**config.mk**
```make
export PLATFORM = sky130hd
export DESIGN_NAME = header_length_sum_frame_receiver
export DESIGN_NICKNAME = d
export VERILOG_FILES = /design/src/hlsfr_pkg.sv /design/src/hlsfr_ram.sv /design/src/header_length_sum_frame_receiver.sv
export VERILOG_INCLUDE_DIRS = /design/src /design/src/src
export SDC_FILE = /design/constraint.sdc
export NUM_CORES = 2
export LEC_CHECK = 0
export BUFFER_PORTS_ARGS = -buffer_cell sky130_fd_sc_hd__buf_2
export CAP_MARGIN = 10
export CELL_PAD_IN_SITES_DETAIL_PLACEMENT = 0
export CELL_PAD_IN_SITES_GLOBAL_PLACEMENT = 1
export CORE_AREA = 2 2 428 430
export CTS_CLUSTER_SIZE = 24
export DETAILED_ROUTE_END_ITERATION = 7
export DIE_AREA = 0 0 430 432
export PLACE_DENSITY = 0.74
export SYNTH_ARGS = -nofsm -noshare
export SYNTH_HDL_FRONTEND = slang
export SYNTH_SLANG_ARGS = --single-unit
```
**constraint.sdc**
```tcl
create_clock -name aclk -period 4.2 [get_ports aclk]
set_input_delay 0.21 -clock aclk [delete_from_list [all_inputs] [get_ports aclk]]
set_output_delay 0.21 -clock aclk [all_outputs]
set_load 0.05 [all_outputs]
```
**src/header_length_sum_frame_receiver_assert.svh**
```systemverilog
// Assertion macros used by the frame receiver RTL.
`ifndef HEADER_LENGTH_SUM_FRAME_RECEIVER_ASSERT_SVH
`define HEADER_LENGTH_SUM_FRAME_RECEIVER_ASSERT_SVH

// Consequent must hold in the same cycle as the antecedent.
`define HLSFR_ASSERT_SAME(label, ante, cons, msg) \
    label: assert property (@(posedge aclk) disable iff (!aresetn) (ante) |-> (cons)) \
        else $error(msg);

// Consequent must hold in the cycle after the antecedent.
`define HLSFR_ASSERT_NEXT(label, ante, cons, msg) \
    label: assert property (@(posedge aclk) disable iff (!aresetn) (ante) |=> (cons)) \
        else $error(msg);

`endif

```
**src/hlsfr_pkg.sv**
```systemverilog
// Types and constants of the header/length/sum frame receiver.
`timescale 1ns / 1ps

package hlsfr_pkg;

    // Default frame store depth.
    localparam int BUF_DEPTH = 256;

    // Write position width; the position never passes 255.
    localparam int POS_W = 8;

    // Configuration register indexes.
    localparam logic CFG_HEADER_FIRST  = 1'b0;
    localparam logic CFG_HEADER_SECOND = 1'b1;

    // Configuration reset values.
    localparam logic [7:0] HEADER_FIRST_RST  = 8'd170;
    localparam logic [7:0] HEADER_SECOND_RST = 8'd85;

    // Input action codes.
    localparam logic [1:0] ACT_PUSH    = 2'd0;
    localparam logic [1:0] ACT_READ    = 2'd1;
    localparam logic [1:0] ACT_RELEASE = 2'd2;

    // Result status codes.
    localparam logic [2:0] ST_IGNORED  = 3'd0;
    localparam logic [2:0] ST_STORED   = 3'd1;
    localparam logic [2:0] ST_GOOD     = 3'd2;
    localparam logic [2:0] ST_BAD      = 3'd3;
    localparam logic [2:0] ST_OVERFLOW = 3'd4;
    localparam logic [2:0] ST_READ     = 3'd5;
    localparam logic [2:0] ST_RELEASED = 3'd6;

    // One input transaction.
    typedef struct packed {
        logic [1:0] action;
        logic [7:0] data_byte;
        logic [7:0] read_index;
    } in_item_t;

    // One result transaction.
    typedef struct packed {
        logic [2:0]  status;
        logic [7:0]  read_data;
        logic [7:0]  held_length;
        logic [31:0] error_total;
    } out_item_t;

endpackage

```
**src/hlsfr_ram.sv**
```systemverilog
// Generic single-port-write, single-port-read RAM with registered read data.
`timescale 1ns / 1ps

module hlsfr_ram #(
    parameter int WIDTH = 8,
    parameter int DEPTH = 256
) (
    input  logic                     aclk,
    input  logic                     wr_en,
    input  logic [$clog2(DEPTH)-1:0] wr_addr,
    input  logic [WIDTH-1:0]         wr_data,
    input  logic                     rd_en,
    input  logic [$clog2(DEPTH)-1:0] rd_addr,
    output logic [WIDTH-1:0]         rd_data
);

    logic [WIDTH-1:0] mem [DEPTH];

    // Write port.
    always_ff @(posedge aclk) begin
        if (wr_en) begin
            mem[wr_addr] <= wr_data;
        end
    end

    // Registered read port.
    always_ff @(posedge aclk) begin
        if (rd_en) begin
            rd_data <= mem[rd_addr];
        end
    end

endmodule

```
**src/header_length_sum_frame_receiver.sv**
```systemverilog
// Top level of the byte-stream frame receiver with header, length and 16-bit sum.
`timescale 1ns / 1ps

// Channel   | Ports                        | Contents
// ----------+------------------------------+------------------------------------------
// input     | s_valid, s_ready, s_item     | action, data_byte, read_index
// result    | m_valid, m_ready, m_item     | status, read_data, held_length, error_total
// config    | cfg_wr_en/_index/_data       | header_first (0), header_second (1)
//
// One transaction is accepted per cycle while s_ready is high; each result passes
// from the middle stage into the result register, where m_valid rises.
// Receiver state and the frame store write update at the accept edge; the
// middle stage waits on the registered read port of the frame store.
// Reset is synchronous and active low; the frame store is not cleared.
// When both stages are full and the result is not taken, the middle stage holds
// and s_ready drops until the result is taken.

`include "header_length_sum_frame_receiver_assert.svh"

module header_length_sum_frame_receiver #(
    parameter int BUF_DEPTH = hlsfr_pkg::BUF_DEPTH
) (
    input  logic                 aclk,
    input  logic                 aresetn,
    input  logic                 s_valid,
    output logic                 s_ready,
    input  hlsfr_pkg::in_item_t  s_item,
    output logic                 m_valid,
    input  logic                 m_ready,
    output hlsfr_pkg::out_item_t m_item,
    input  logic                 cfg_wr_en,
    input  logic                 cfg_wr_index,
    input  logic [7:0]           cfg_wr_data
);

    localparam int ADDR_W = $clog2(BUF_DEPTH);
    localparam int POS_W  = hlsfr_pkg::POS_W;
    localparam logic [POS_W-1:0] LAST_POS = POS_W'(BUF_DEPTH - 1);
    localparam logic [POS_W:0]   DEPTH_EXT = (POS_W + 1)'(BUF_DEPTH);

    // Configuration registers.
    logic [7:0] header_first_reg;
    logic [7:0] header_second_reg;

    // Receiver state.
    logic [POS_W-1:0] wp_reg, wp_next;
    logic             synced_reg, synced_next;
    logic [7:0]       len_reg, len_next;
    logic             held_reg, held_next;
    logic [7:0]       held_cnt_reg, held_cnt_next;
    logic [15:0]      sum_reg, sum_next;
    logic [7:0]       prev_reg, prev_next;
    logic [31:0]      fail_reg, fail_next;

    // Middle stage and result register.
    logic                 st1_valid_reg, st1_valid_next;
    hlsfr_pkg::out_item_t st1_item_reg, st1_item_next;
    logic                 st1_rd_sel_reg, st1_rd_sel_next;
    logic                 m_valid_reg, m_valid_next;
    hlsfr_pkg::out_item_t m_item_reg;

    logic             s_accept;
    logic             st1_adv;
    logic [POS_W-1:0] pos_inc;
    logic [2:0]       status;
    logic             ram_we;
    logic [7:0]       ram_rd_data;

    // Handshake: the middle stage moves on whenever the result register frees up.
    assign st1_adv  = st1_valid_reg && (!m_valid_reg || m_ready);
    assign s_ready  = !st1_valid_reg || st1_adv;
    assign s_accept = s_valid && s_ready;
    assign m_valid  = m_valid_reg;
    assign m_item   = m_item_reg;
    assign pos_inc  = wp_reg + POS_W'(1);

    // Frame store.
    hlsfr_ram #(
        .WIDTH (8),
        .DEPTH (BUF_DEPTH)
    ) u_store (
        .aclk    (aclk),
        .wr_en   (ram_we),
        .wr_addr (wp_reg[ADDR_W-1:0]),
        .wr_data (s_item.data_byte),
        .rd_en   (s_accept),
        .rd_addr (s_item.read_index[ADDR_W-1:0]),
        .rd_data (ram_rd_data)
    );

    // Configuration writes.
    always_ff @(posedge aclk) begin
        if (!aresetn) begin
            header_first_reg  <= hlsfr_pkg::HEADER_FIRST_RST;
            header_second_reg <= hlsfr_pkg::HEADER_SECOND_RST;
        end else if (cfg_wr_en) begin
            case (cfg_wr_index)
                hlsfr_pkg::CFG_HEADER_FIRST:  header_first_reg  <= cfg_wr_data;
                hlsfr_pkg::CFG_HEADER_SECOND: header_second_reg <= cfg_wr_data;
                default: ;
            endcase
        end
    end

    // Next receiver state and status for the accepted transaction.
    always_comb begin
        wp_next         = wp_reg;
        synced_next     = synced_reg;
        len_next        = len_reg;
        held_next       = held_reg;
        held_cnt_next   = held_cnt_reg;
        sum_next        = sum_reg;
        prev_next       = prev_reg;
        fail_next       = fail_reg;
        status          = hlsfr_pkg::ST_IGNORED;
        ram_we          = 1'b0;
        st1_rd_sel_next = 1'b0;
        if (s_accept) begin
            case (s_item.action)
                hlsfr_pkg::ACT_PUSH: begin
                    if (held_reg) begin
                        status = hlsfr_pkg::ST_IGNORED;
                    end else if (wp_reg >= LAST_POS) begin
                        wp_next = '0;
                        status  = hlsfr_pkg::ST_OVERFLOW;
                    end else begin
                        ram_we    = 1'b1;
                        wp_next   = pos_inc;
                        status    = hlsfr_pkg::ST_STORED;
                        prev_next = s_item.data_byte;
                        if (wp_reg != '0) begin
                            if (!synced_reg) begin
                                // Hunt for the two header bytes as an aligned pair.
                                if (prev_reg == header_first_reg &&
                                    s_item.data_byte == header_second_reg) begin
                                    synced_next = 1'b1;
                                end else begin
                                    wp_next = '0;
                                end
                            end else if (pos_inc == POS_W'(3)) begin
                                // Length byte; it also opens the running sum.
                                len_next = s_item.data_byte;
                                sum_next = (s_item.data_byte >= 8'd3) ?
                                           {8'd0, s_item.data_byte} : 16'd0;
                            end else if ({1'b0, pos_inc} == {1'b0, len_reg} + 9'd2) begin
                                // Last byte: compare the big-endian check word.
                                if ({prev_reg, s_item.data_byte} == sum_reg) begin
                                    held_cnt_next = pos_inc;
                                    held_next     = 1'b1;
                                    status        = hlsfr_pkg::ST_GOOD;
                                end else begin
                                    fail_next = fail_reg + 32'd1;
                                    status    = hlsfr_pkg::ST_BAD;
                                end
                                wp_next     = '0;
                                synced_next = 1'b0;
                            end else if (wp_reg >= POS_W'(3) && wp_reg < len_reg) begin
                                sum_next = sum_reg + {8'd0, s_item.data_byte};
                            end
                        end
                    end
                end
                hlsfr_pkg::ACT_READ: begin
                    status          = hlsfr_pkg::ST_READ;
                    st1_rd_sel_next = ({1'b0, s_item.read_index} < DEPTH_EXT);
                end
                hlsfr_pkg::ACT_RELEASE: begin
                    held_next = 1'b0;
                    status    = hlsfr_pkg::ST_RELEASED;
                end
                default: begin
                    status = hlsfr_pkg::ST_IGNORED;
                end
            endcase
        end
        st1_item_next.status      = status;
        st1_item_next.read_data   = 8'd0;
        st1_item_next.held_length = held_cnt_next;
        st1_item_next.error_total = fail_next;
    end

    // Valid flags of the two result stages.
    always_comb begin
        st1_valid_next = st1_valid_reg;
        m_valid_next   = m_valid_reg;
        if (st1_adv) begin
            m_valid_next = 1'b1;
        end else if (m_ready) begin
            m_valid_next = 1'b0;
        end
        if (s_accept) begin
            st1_valid_next = 1'b1;
        end else if (st1_adv) begin
            st1_valid_next = 1'b0;
        end
    end

    // Control state registers.
    always_ff @(posedge aclk) begin
        if (!aresetn) begin
            wp_reg        <= '0;
            synced_reg    <= 1'b0;
            len_reg       <= 8'd0;
            held_reg      <= 1'b0;
            held_cnt_reg  <= 8'd0;
            sum_reg       <= 16'd0;
            prev_reg      <= 8'd0;
            fail_reg      <= 32'd0;
            st1_valid_reg <= 1'b0;
            m_valid_reg   <= 1'b0;
        end else begin
            wp_reg        <= wp_next;
            synced_reg    <= synced_next;
            len_reg       <= len_next;
            held_reg      <= held_next;
            held_cnt_reg  <= held_cnt_next;
            sum_reg       <= sum_next;
            prev_reg      <= prev_next;
            fail_reg      <= fail_next;
            st1_valid_reg <= st1_valid_next;
            m_valid_reg   <= m_valid_next;
        end
    end

    // Payload registers; read data joins on the way to the result register.
    always_ff @(posedge aclk) begin
        if (s_accept) begin
            st1_item_reg   <= st1_item_next;
            st1_rd_sel_reg <= st1_rd_sel_next;
        end
        if (st1_adv) begin
            m_item_reg <= {st1_item_reg.status,
                           (st1_rd_sel_reg ? ram_rd_data : 8'd0),
                           st1_item_reg.held_length,
                           st1_item_reg.error_total};
        end
    end

    // Checks on the receiver logic.
    `HLSFR_ASSERT_NEXT(a_held_push_ignored,
        s_accept && held_reg && s_item.action == hlsfr_pkg::ACT_PUSH,
        st1_item_reg.status == hlsfr_pkg::ST_IGNORED,
        "push while a frame is held was not ignored")
    `HLSFR_ASSERT_SAME(a_pos_in_range, 1'b1, wp_reg <= LAST_POS,
        "write position beyond the frame store")
    `HLSFR_ASSERT_NEXT(a_fail_count_step, 1'b1,
        fail_reg == $past(fail_reg) ||
        (fail_reg == $past(fail_reg) + 32'd1 && st1_item_reg.status == hlsfr_pkg::ST_BAD),
        "error counter moved without a checksum failure")
    `HLSFR_ASSERT_SAME(a_held_not_synced, held_reg, !synced_reg,
        "receiver synchronized while a frame is held")
    `HLSFR_ASSERT_SAME(a_stall_cause, !s_ready,
        st1_valid_reg && m_valid_reg && !m_ready,
        "input stalled without a full, blocked result path")

endmodule
```
==> impl_metrics.env <==
export IMPL_status="finished, final reports clean"
export IMPL_fin_setup_tns_ns=0
export IMPL_yosysUniqueCellTypes=75
export IMPL_synth_edf_count=2151
export IMPL_critical_path_top_delay_family="simple AND/OR/NAND/NOR gates"
export IMPL_drt_first_pass_iters=5
export IMPL_whs_ns=0.101
export IMPL_port_buffers=84
export IMPL_post_place_cells=6585
export IMPL_track_usage_pct=22.2
export IMPL_gr_total_overflow=0
export IMPL_syn_avg_cell_area_um2=21.1
export IMPL_fin_crit_ns=4.02
export IMPL_power_leakage_nw=31.6
export IMPL_routabilityCongestion=0.816
export IMPL_rsz0062_at_grt="false"
export IMPL_row_count=157
export IMPL_clk_pin_slew_worst_paths_ns=0.06
export IMPL_final_cell_mix="2151 x edfxtp_1, 640 x mux4_2, 300 x nor2_1, 220 x clkbuf_16, 144 x nand2_1"
export IMPL_maxCapViolCount=0
export IMPL_insertion_delay_ns=0.87
export IMPL_hp_class="input port to flip-flop"
export IMPL_final_cell_area_mm2=0.100
export IMPL_dieHeight_um=432
export IMPL_power_mw=46.2
export IMPL_drt_drc_violations_left=0
export IMPL_die_area_mm2=0.186
export IMPL_fin_cells=7033
export IMPL_endpoint_kind="flip-flop"
export IMPL_drive_above_1_share_pct=26.5
export IMPL_hold_viol_final=0
export IMPL_synthToLayoutAreaGrowth_pct=13.2
export IMPL_maxSlewViolCount=0
export IMPL_start_kind="flip-flop"
export IMPL_layout_commonest_cell="edfxtp_1"
export IMPL_drt_vias_per_instance=6.01
export IMPL_dp_final_hpwl_um=126000
export IMPL_synthArstFlopShare_pct=0
export IMPL_synth_seq_area_share_pct=75.4
export IMPL_vdd_drop_max_uv=395
export IMPL_num_vias=42298
export IMPL_wl_per_cell_um=29.1
export IMPL_nFillCells=13408
export IMPL_grt_pass1_vias=42506
export IMPL_syn_inst=4178
export IMPL_core_region_area_mm2=0.182
export IMPL_worst_pin_slew_ns=1.20
export IMPL_grt_pass1_wl_um=298000
export IMPL_dp_worst_setup_slack_ns=0.242
export IMPL_slew_headroom_pct=19.6
export IMPL_path_cells="ha_1, and3_2, nand2_4, xnor2_2, or4_1, o21ai_4, or2_0, buf_4, or4_1, o21ai_1, dlygate4sd3_1"
export IMPL_largest_reg_flops=2048
export IMPL_powerDensity_mw_per_mm2=462
export IMPL_finalWorstSetupSlack_ns=0.179
export IMPL_grt_max_degree=180
export IMPL_crit_fanout=16
export IMPL_yosysWarnings=0
export IMPL_wirelength_um=205000
export IMPL_skew_ns=0.0300
export IMPL_antenna_found_initial=10
export IMPL_crit_buf_inv=2
export IMPL_start_util_pct=48.6
export IMPL_cts_sink_count=2251
export IMPL_place_area_mm2=0.0925
export IMPL_synth_seq_cells=2251
export IMPL_setup_viol=0
export IMPL_ys_flop_type="edfxtp_1"
export IMPL_crit_top_cell="or4_1"
export IMPL_die_w_um=430
export IMPL_nets=4521
export IMPL_syn_area_mm2=0.0883
export IMPL_slowest_delay_ns=0.74
export IMPL_crit_type="flip-flop to flip-flop"
export IMPL_min_period_over_period_pct=95.7
export IMPL_clockBufferDepth=3
export IMPL_cts_buffers=219
export IMPL_critPathArrivalTime_ns=4.61
export IMPL_io_pins=85
export IMPL_fmax_mhz=249
export IMPL_utilization_pct=55.0
export IMPL_cp_required_ns=4.79
export IMPL_drt_iter0_markers=4583
export IMPL_htree_levels=4
export IMPL_antenna_left=0
export IMPL_cts_tree="yes"
export IMPL_slowest_stage="or4_1"
export IMPL_cts_root_buf="clkbuf_16"
-- cells in the mapped netlist, types with 11 or more instances --
master    number  area share (%)
edfxtp_1    2151              73
mux4_2       640              16
nor2_1       300             1.3
nand2_1      144            0.61
clkbuf_1     121            0.51
dfxtp_1      100             2.3
mux2i_1      100             1.1
buf_1         52            0.22
buf_2         50            0.28
a21oi_1       49            0.28
nand3_1       44            0.25
xnor2_1       44            0.44
nand2b_1      34            0.24
a22oi_1       32            0.27
and2_1        28            0.20
ha_1          27            0.38
nand4_1       25            0.18
inv_1         24            0.10
xor2_1        24            0.24
and3_1        22            0.16
nor3_1        17           0.096
nor4_1        12           0.085
a211oi_1      11           0.093
-- per-layer routing --
layer  share of wire [%]  wire length, um  vias up  global-route usage [%]
li1                    -                -    17846                       -
met1                  41            84300    22485                    31.8
met2                  49            99500     1710                    35.3
met3                 7.9            16200      257                    4.21
met4                 2.3             4620        0                    5.77
met5                   0                0        -                       0
-- tightest hold or removal path, cell delays in order --
cell and delay [ns]:
buf_8 0.18, ha_1 0.24, xor2_1 0.08, nand2_1 0.07
a311oi_1 0.09
-- final cells by class --
class | instances | area (um2) | share of cell area (%)
well taps | 2385 | 2980 | 2.98
flip-flops and latches | 2251 | 66600 | 66.6
inverters | 24 | 90.1 | 0.0901
diodes | 2 | 5.00 | 0.00501
clock inverters | 125 | 1280 | 1.28
repair buffers | 285 | 2480 | 2.48
multi-input cells | 1680 | 20700 | 20.8
clock buffers | 281 | 5790 | 5.80
-- worst paths after layout --
kind	from	to	slack, ns	depth (start not counted)
min reg2reg	st1_item_reg[28]	m_item[28]	0.42	0
max reg2reg	wp_reg[1]	st1_item_reg[49]	0.18	11
min	s_item[14]	sum_reg[6]	0.10	5
max	wp_reg[1]	st1_item_reg[49]	0.18	11
-- cells by family after synthesis --
family	synth area share, %
AO/OA/AOI/OAI	1.14
adder cells (fa/ha/maj)	0.405
AND/OR/NAND/NOR	3.56
buffers and inverters	1.19
XOR/XNOR	0.725
flip-flops	75.4
multiplexers	17.6
other	0.00425
-- timing repair --
| item | in CTS | in global routing |
|---|---|---|
| gates resized for setup | 0 | 1 |
| buffers inserted | 0 | 0 |
| endpoints found under the hold margin | 193 | 0 |
| hold buffers | 40 | 0 |
| setup endpoints to repair | 0 | 1 |
-- power breakdown --
| part | switching (mW) | internal [mW] |
|---|---|---|
| sequential | 0.0397 | 24.6 |
| combinational | 1.36 | 0.855 |
| clock | 8.43 | 10.9 |
Power figures use the tool's default switching activity.
